$ cat src/rtl/jcmd_pkg.sv
// Package for the joystick calibrate/map/deadband block.
// Holds the sequencer state type and the mapping constants; no dependencies.
package jcmd_pkg;

    // Default raw sample width
    localparam int SAMPLE_BITS_DEF = 12;

    // Output ranges and mapping gains
    localparam int POS_MAX    = 180;
    localparam int POS_CENTER = 90;
    localparam int POS_DB_LO  = 80;
    localparam int POS_DB_HI  = 100;
    localparam int SPD_HI     = 100;
    localparam int SPD_LO     = -100;
    localparam int SPD_DB_LO  = -10;
    localparam int SPD_DB_HI  = 11;
    localparam int SPD_GAIN   = 200;

    // Sequencer states
    typedef enum logic [2:0] {
        S_IDLE,
        S_SETUP,
        S_DIV,
        S_POST,
        S_OUT
    } t_state;

endpackage

$ cat src/rtl/joystick_calibrate_map_deadband_core.sv
// Joystick calibration, linear map and deadband: one sequencer around a shared divider.
// Depends on jcmd_pkg for the state type and constants.
// Calibration items give no result. A mapped item runs X, then Y, through the
// restoring divider (one quotient bit per cycle), each axis in S_SETUP, S_DIV and S_POST;
// a flat axis skips S_DIV. The result is registered in S_OUT and no new item is taken until S_IDLE;
// a stalled output holds S_OUT. Sync active-low reset: calibrate, min all ones, max 0.
module joystick_calibrate_map_deadband_core #(
    parameter int SAMPLE_BITS = jcmd_pkg::SAMPLE_BITS_DEF
) (
    input  logic                   i_clk,
    input  logic                   i_rst_n,
    input  logic                   i_in_valid,
    output logic                   o_in_stall,
    input  logic [SAMPLE_BITS-1:0] i_x_raw,
    input  logic [SAMPLE_BITS-1:0] i_y_raw,
    input  logic                   i_button_pressed,
    output logic                   o_out_valid,
    input  logic                   i_out_stall,
    output logic [7:0]             o_position,
    output logic signed [7:0]      o_speed,
    output logic                   o_turbo
);
    import jcmd_pkg::*;

    localparam int SW = SAMPLE_BITS;
    localparam int DW = SAMPLE_BITS + 8;
    localparam int VW = DW + 2;
    localparam int CW = $clog2(DW);

    localparam logic signed [VW-1:0] C_POS_MAX = VW'(POS_MAX);
    localparam logic signed [VW-1:0] C_POS_DBL = VW'(POS_DB_LO);
    localparam logic signed [VW-1:0] C_POS_DBH = VW'(POS_DB_HI);
    localparam logic signed [VW-1:0] C_SPD_HI  = VW'(SPD_HI);
    localparam logic signed [VW-1:0] C_SPD_LO  = VW'(SPD_LO);
    localparam logic signed [VW-1:0] C_SPD_DBL = VW'(SPD_DB_LO);
    localparam logic signed [VW-1:0] C_SPD_DBH = VW'(SPD_DB_HI);

    t_state r_state, n_state;

    logic          r_calib;
    logic [SW-1:0] r_x_min, r_x_max, r_y_min, r_y_max;
    logic [SW-1:0] r_x, r_y;
    logic          r_btn;
    logic          r_axis;
    logic          r_neg;
    logic          r_flat;
    logic [SW-1:0] r_div;
    logic [SW-1:0] r_rem;
    logic [DW-1:0] r_quo;
    logic [CW-1:0] r_cnt;
    logic [7:0]    r_pos;
    logic [7:0]    r_out_pos;
    logic [7:0]    r_out_spd;
    logic          r_out_turbo;
    logic          r_out_valid;

    logic                 in_acc;
    logic                 out_free;
    logic [SW-1:0]        sel_v, sel_min, sel_max;
    logic signed [SW:0]   diff, span;
    logic [SW:0]          diff_abs, span_abs;
    logic [DW-1:0]        num_mag;
    logic                 num_neg;
    logic [SW:0]          trial;
    logic                 q_bit;
    logic signed [VW-1:0] q_s, val;
    logic [7:0]           pos_res, spd_res;

    assign in_acc   = i_in_valid && !o_in_stall;
    assign out_free = !r_out_valid || !i_out_stall;

    // Operand selection and numerator for the current axis
    always_comb begin
        sel_v    = r_axis ? r_y     : r_x;
        sel_min  = r_axis ? r_y_min : r_x_min;
        sel_max  = r_axis ? r_y_max : r_x_max;
        diff     = $signed({1'b0, sel_v})   - $signed({1'b0, sel_min});
        span     = $signed({1'b0, sel_max}) - $signed({1'b0, sel_min});
        diff_abs = diff[SW] ? (SW+1)'(-diff) : diff;
        span_abs = span[SW] ? (SW+1)'(-span) : span;
        num_mag  = DW'(diff_abs[SW-1:0]) * (r_axis ? DW'(SPD_GAIN) : DW'(POS_MAX));
        num_neg  = (r_axis ? !diff[SW] : diff[SW]) ^ span[SW];
    end

    // One restoring division step
    always_comb begin
        trial = {r_rem, r_quo[DW-1]} - {1'b0, r_div};
        q_bit = !trial[SW];
    end

    // Sign, offset, saturation and deadband of the finished quotient
    always_comb begin
        q_s = r_neg ? -$signed({2'b00, r_quo}) : $signed({2'b00, r_quo});
        val = q_s + (r_axis ? C_SPD_HI : '0);

        if (r_flat) begin
            pos_res = 8'(POS_CENTER);
        end else if (val < 0) begin
            pos_res = '0;
        end else if (val > C_POS_MAX) begin
            pos_res = 8'(POS_MAX);
        end else if (val > C_POS_DBL && val < C_POS_DBH) begin
            pos_res = 8'(POS_CENTER);
        end else begin
            pos_res = val[7:0];
        end

        if (r_flat) begin
            spd_res = '0;
        end else if (val < C_SPD_LO) begin
            spd_res = 8'(SPD_LO);
        end else if (val > C_SPD_HI) begin
            spd_res = 8'(SPD_HI);
        end else if (val > C_SPD_DBL && val < C_SPD_DBH) begin
            spd_res = '0;
        end else begin
            spd_res = val[7:0];
        end
    end

    // Next state
    always_comb begin
        n_state = r_state;
        unique case (r_state)
            S_IDLE:  if (in_acc && !r_calib) n_state = S_SETUP;
            S_SETUP: n_state = (span == 0) ? S_POST : S_DIV;
            S_DIV:   if (r_cnt == '0) n_state = S_POST;
            S_POST:  n_state = r_axis ? S_OUT : S_SETUP;
            S_OUT:   if (out_free) n_state = S_IDLE;
            default: n_state = S_IDLE;
        endcase
    end

    always_ff @(posedge i_clk) begin
        if (!i_rst_n) begin
            r_state <= S_IDLE;
        end else begin
            r_state <= n_state;
        end
    end

    // Calibration bounds
    always_ff @(posedge i_clk) begin
        if (!i_rst_n) begin
            r_calib <= 1'b1;
            r_x_min <= '1;
            r_x_max <= '0;
            r_y_min <= '1;
            r_y_max <= '0;
        end else if (in_acc && r_calib) begin
            if (i_button_pressed) begin
                r_calib <= 1'b0;
            end else begin
                if (i_x_raw < r_x_min) r_x_min <= i_x_raw;
                if (i_x_raw > r_x_max) r_x_max <= i_x_raw;
                if (i_y_raw < r_y_min) r_y_min <= i_y_raw;
                if (i_y_raw > r_y_max) r_y_max <= i_y_raw;
            end
        end
    end

    // Datapath: capture item, load divider, iterate, keep X result
    always_ff @(posedge i_clk) begin
        unique case (r_state)
            S_IDLE: begin
                if (in_acc) begin
                    r_x    <= i_x_raw;
                    r_y    <= i_y_raw;
                    r_btn  <= i_button_pressed;
                    r_axis <= 1'b0;
                end
            end
            S_SETUP: begin
                r_div  <= span_abs[SW-1:0];
                r_rem  <= '0;
                r_quo  <= num_mag;
                r_neg  <= num_neg;
                r_flat <= (span == 0);
                r_cnt  <= CW'(DW - 1);
            end
            S_DIV: begin
                r_rem <= q_bit ? trial[SW-1:0] : {r_rem[SW-2:0], r_quo[DW-1]};
                r_quo <= {r_quo[DW-2:0], q_bit};
                r_cnt <= r_cnt - 1'b1;
            end
            S_POST: begin
                if (!r_axis) begin
                    r_pos  <= pos_res;
                    r_axis <= 1'b1;
                end
            end
            S_OUT: ;
            default: ;
        endcase
    end

    // Output register; the Y quotient is held through S_OUT, so speed is taken here
    always_ff @(posedge i_clk) begin
        if (!i_rst_n) begin
            r_out_valid <= 1'b0;
        end else if (r_state == S_OUT && out_free) begin
            r_out_valid <= 1'b1;
            r_out_pos   <= r_pos;
            r_out_spd   <= spd_res;
            r_out_turbo <= r_btn;
        end else if (!i_out_stall) begin
            r_out_valid <= 1'b0;
        end
    end

    assign o_in_stall  = (r_state != S_IDLE);
    assign o_out_valid = r_out_valid;
    assign o_position  = r_out_pos;
    assign o_speed     = $signed(r_out_spd);
    assign o_turbo     = r_out_turbo;

    // Divider never runs with a zero divisor
    a_div_nonzero: assert property (@(posedge i_clk) disable iff (!i_rst_n)
        r_state == S_DIV |-> r_div != '0)
        else $error("divider running with zero divisor");

    // Calibration items never produce a result
    a_calib_silent: assert property (@(posedge i_clk) disable iff (!i_rst_n)
        (in_acc && r_calib) |=> !$rose(o_out_valid))
        else $error("result produced during calibration");

    // Calibration, once left, is never re-entered
    a_calib_once: assert property (@(posedge i_clk) disable iff (!i_rst_n)
        !r_calib |=> !r_calib)
        else $error("calibration re-entered");

    // Results stay within their saturated ranges
    a_range: assert property (@(posedge i_clk) disable iff (!i_rst_n)
        o_out_valid |-> (o_position <= 8'(POS_MAX) && o_speed >= -8'sd100
                         && o_speed <= 8'sd100))
        else $error("result out of range");

endmodule
$ cat config.mk
export PLATFORM = sky130hd
export DESIGN_NAME = joystick_calibrate_map_deadband_core
export DESIGN_NICKNAME = d
export VERILOG_FILES = /design/src/rtl/jcmd_pkg.sv /design/src/rtl/joystick_calibrate_map_deadband_core.sv
export SDC_FILE = /design/constraint.sdc
export NUM_CORES = 1
export LEC_CHECK = 0
export ABC_AREA = 1
export ABC_CLOCK_PERIOD_IN_PS = 6000
export BUFFER_PORTS_ARGS = -buffer_cell sky130_fd_sc_hd__buf_2
export CORE_ASPECT_RATIO = 0.9
export CORE_UTILIZATION = 35
export CTS_CLUSTER_SIZE = 16
export DETAILED_ROUTE_END_ITERATION = 10
export PLACE_DENSITY = 0.48
export SLEW_MARGIN = 10
export SYNTH_ARGS = -nofsm -noshare
export SYNTH_HDL_FRONTEND = slang
export SYNTH_SLANG_ARGS = --single-unit
$ cat constraint.sdc
create_clock -name i_clk -period 6 [get_ports i_clk]
set_input_delay 0.3 -clock i_clk [delete_from_list [all_inputs] [get_ports i_clk]]
set_output_delay 0.3 -clock i_clk [all_outputs]
set_load 0.02 [all_outputs]
# Yosys cells after proc, flatten, opt, wreduce, memory -nomap -nowiden
# Cells that the tools add are included.
# op_classes
mux	29
n_bitwise	3
n_mul	1
n_reduce_logical	33
addsub	8
n_lt_le_gt_ge	12
eq_ne	9
# op_table
operator	n
$mux W12	6
$gt A22 B8 Y1 const B	2
$lt A22 B8 Y1 const B	2
$mux W8	5
$pmux W20 S2	1
$logic_not A32 Y1	1
$sub A12 B12 Y13	2
$gt A12 B12 Y1	2
$lt A12 B12 Y1	2
$neg A12 Y12	2
$pmux W12 S2	1
$add A22 B7 Y22	1
$gt A22 B5 Y1 const B	1
$gt A22 B9 Y1 const B	1
$lt A22 B1 Y1 const B	1
$lt A22 B5 Y1 const B	1
$mux W22	1
$neg A20 Y22	1
$mux W7	3
$mul A12 B8 Y20	1
$pmux W3 S5	1
$reduce_and A3 Y1	5
$sub A13 B12 Y13	1
$mux W3	4
21 further kinds	47
# totals
regBits	155
word_cells	120
out_inout_bits	19

# Depth between registers and ports, before layout
# logic_depth
depth_word	8
mapped_depth	42

# Least setup slack after synthesis
# Ideal clock, no wire load.
# synth_timing
path_kind	register -> register
from	register r_axis
to	register r_quo[18], data pin
setup_slack_ps	-702
setup_ps	269
n_path_buf	2
arrival_ps	6433
synth_period_minus_slack_ps	6702
stages_incl_launch_ff	37
required_time_ps	5731
cell_sequence	edfxtp_1 clkinv_1 clkbuf_1 clkbuf_1 nand2_1 nand2_1 ha_1 inv_1 fa_1 nand3_1 nand3_1 nand3_1 nand3_1 nor2_1 xnor2_1 nor2_1 fa_1 inv_1 fa_1 fa_1 inv_1 ha_1 fa_1 nand2_1 nand2_1 a21oi_1 nor2_1 nor2_1 o21bai_1 nand2_1 nand2_1 a21oi_1 o21ai_0 a21oi_1 o21bai_1 xnor2_1 o21ai_0
# synth_via
elab_chain_cells	6
elab_cells_between_ends	8
cone_classes	2 x add/sub; 1 x mul; 5 x mux
# synth_rtl
element	line	text
from (decl)	joystick_calibrate_map_deadband_core.sv:44	logic r_axis;
from (signal assigned)	joystick_calibrate_map_deadband_core.sv:170	r_axis <= 1'b0;
from (signal assigned)	joystick_calibrate_map_deadband_core.sv:189	r_axis <= 1'b1;
$mux W12, on equally long branches	joystick_calibrate_map_deadband_core.sv:74, joystick_calibrate_map_deadband_core.sv:75	
$sub A12 B12 Y13	joystick_calibrate_map_deadband_core.sv:77	diff = $signed({1'b0, sel_v}) - $signed({1'b0, sel_min});
$neg A12 Y12	joystick_calibrate_map_deadband_core.sv:79	diff_abs = diff[SW] ? (SW+1)'(-diff) : diff;
$mux W12	joystick_calibrate_map_deadband_core.sv:79	
$mul A12 B8 Y20 *	joystick_calibrate_map_deadband_core.sv:81	num_mag = DW'(diff_abs[SW-1:0]) * (r_axis ? DW'(SPD_GAIN) : DW'(POS_MAX));
$pmux W20 S2 *	joystick_calibrate_map_deadband_core.sv:164	unique case (r_state)
to (signal assigned)	joystick_calibrate_map_deadband_core.sv:176	r_quo <= num_mag;
to (signal assigned)	joystick_calibrate_map_deadband_core.sv:183	r_quo <= {r_quo[DW-2:0], q_bit};
to (decl)	joystick_calibrate_map_deadband_core.sv:49	logic [DW-1:0] r_quo;
# Every way passes the cells marked *; elsewhere a longest branch is shown, timed or not.
# A chain may end at the register's enable or synchronous reset.

# Worst setup path in the final report
# Ends and elaborated chain as after synthesis.

==> metrics.yaml <==
timing:
  holdWs_ps: 82.19
  tightest_slew_ps: 1058
  hold_violations: 0
  period_minus_slack_ps: 6097
  setup_ws_ps: -96.86
  min_period_over_period: 1.016
  rsz0062_at_grt: "true"
  skew_ps: 14.21
  setup_tns_ps: -276.0
  fmax_ghz: 0.1640
  setup_violations: 6
  relSlewSlack: 0.2947
  maxSlewViolCount: 0
route:
  wirelength_um: 34260
  num_vias: 11110
  wl_per_cell_um: 14.72
  drcViolationCount: 1
  drt_iter0_markers: 633
  ant_nets: 0
  via_per_inst: 4.773
  first_pass_iters: 8
floorplan:
  rows: 66
  die_y_um: 183.7
  core_um2: 36170
  start_util: 0.3550
  io_pins: 48
  die_area_um2: 37460
  die_w_um: 203.9
global_route:
  grt_max_degree: 41
  grt_usage: 0.1924
  antenna_found_initial: 0
  grt_pass1_vias: 10920
  grt_pass1_wl_um: 56730
  grt.overflow.total: 0
clock_tree:
  h-tree-depth: 4
  clk_latency_ps: 450
  cts_max_path_buffers: 2
  cts-root-buf: "clkbuf_16"
  tritoncts: "yes"
  cts_num_sinks: 155
  clk_pin_slew_worst_paths_ps: 70
  cts_buffers: 17
logic_synthesis:
  ys_ff_latch: 155
  synth-edff-count: 102
  synth_top_area_cell: "edfxtp_1"
  synthArstFlopShare: 0
  synth_cells: 1655
  ys.flop_type: "edfxtp_1"
  post-synth-top-count-cell: "nand2_1"
  synth.avg_cell_area_um2: 7.759
  synth_common_cells: "nand2_1 (355), inv_1 (231), ha_1 (137), nor2_1 (128), a21oi_1 (111)"
  syn_area_um2: 12840
  synth-warning-count: 0
  synth_area_leaders: "edfxtp_1 (24%), ha_1 (13%), nand2_1 (10%)"
  yosysUniqueCellTypes: 58
  ys_seq_area_frac: 0.3212
  yosysTopAreaCellShare: 0.2385
worst_setup_path:
  crit_type: "reg -> reg"
  crit_fanout: 6
  required_ps: 6190
  slowest_stage: "fa_1"
  arrival_ps: 6290
  start_kind: "flip-flop"
  slowest_delay_ps: 580
  worstSetupEndpointType: "flip-flop"
finish:
  fill_cells: 3624
  antenna_cells: 0
  finalNonFillerCells: 2328
  area_delta_synth_final_pct: 26.56
  max_flop_register: "r_quo"
  drive_gt1_frac: 0.2430
  final_util: 0.4493
  nets: 2037
  largest_register_ffs: 20
worst_hold_path:
  holdCritPathClass: "in -> reg"
run:
  max-cap-violations: 0
run_status:
  failed_checks: "design-rule violations, negative setup slack"
  status: "complete, but fails checks"
place:
  dp_hpwl_um: 26600
  gp_congestion: 0.9019
  portBuffers: 47
  placed_cells: 2254
## kinds of logic after synthesis
family | share of synthesized area
other | 0.0005848
flip-flops | 0.3212
AO/OA/AOI/OAI | 0.1154
adder cells (fa/ha/maj) | 0.1834
AND/OR/NAND/NOR | 0.2497
XOR/XNOR | 0.04346
buffers and inverters | 0.08477
multiplexers | 0.001559
## path summary, 6_finish.rpt
path | start | depth (start not counted) | end | slack, ps
setup / recovery | r_axis | 32 | r_quo[18] | -100
hold / removal | i_button_pressed | 1 | r_btn | 80
setup reg to reg | r_axis | 32 | r_quo[18] | -100
hold reg to reg | r_pos[0] | 0 | o_position[0] | 420
## critical path: cells and delay by family (launching register included)
kind / cells / cell delay, ps
xor+xnor: 2 / 270
compound gates: 8 / 830
flops: 1 / 440
buf+inv: 6 / 880
simple gates: 9 / 660
fa+ha+maj: 7 / 2770
## final cells by class
type / count / area, um2 / share of cell area
Clock buffer: 19 / 454.2 / 0.02795
Inverter: 242 / 923.4 / 0.05682
Timing Repair Buffer: 207 / 1549 / 0.09531
Sequential cell: 155 / 4124 / 0.2538
Multi-Input combinational cell: 1216 / 8492 / 0.5225
Clock inverter: 13 / 113.9 / 0.007006
Tap cell: 476 / 595.6 / 0.03665
## layout by cell type, fill, tap and decap left out, types with 9 or more instances in the layout
cell | netlist | routed
o21ai_2 | 0 | 9
ha_1 | 137 | 108
nor2_4 | 7 | 15
inv_1 | 231 | 218
nor2_1 | 128 | 110
nor2_2 | 12 | 22
nand2_4 | 3 | 10
nand2_2 | 22 | 42
clkbuf_16 | 0 | 18
nand4_1 | 34 | 34
xor2_1 | 41 | 33
a21oi_1 | 111 | 99
xnor2_1 | 19 | 15
nand2_1 | 355 | 328
edfxtp_1 | 102 | 102
buf_4 | 0 | 148
buf_2 | 3 | 47
nor3_1 | 16 | 14
o211ai_1 | 10 | 10
nand3_1 | 96 | 90
ha_4 | 0 | 28
o21ai_0 | 110 | 90
dfxtp_1 | 53 | 53
a21oi_2 | 1 | 11
fa_1 | 32 | 30
inv_2 | 9 | 20
o21ai_1 | 6 | 15
## through the flow
step | setup slack [ps] | area, um2
after global routing | -409.1 | 16250
after floorplan | -71.03 | 13080
after CTS | -56.64 | 15740
after global placement | -251.9 | 14620
after detailed placement | -399.2 | 14620
final | -96.86 | 16250
## what timing repair did
action / in CTS / in global routing
endpoints found under the hold margin: 0 / 0
resized for setup: 76 / 83
endpoints found under the setup margin: 7 / 9
gates cloned: 2 / 0
pin swaps: 57 / 67
buffers inserted: 29 / 12
hold buffers: 0 / 0
## metal layers
layer  routed length (um)  part of all wire  vias up  GRT usage
met4                  431             0.013        0    0.04692
met1                17090              0.50     5095     0.2619
li1                     -                 -     5846          -
met3                  966             0.028       27    0.02871
met5                    0                 0        -          0
met2                15770              0.46      144     0.3180
Power is not shown: default switching activity piles up to over one toggle a cycle in this logic, so the estimate is an artifact.
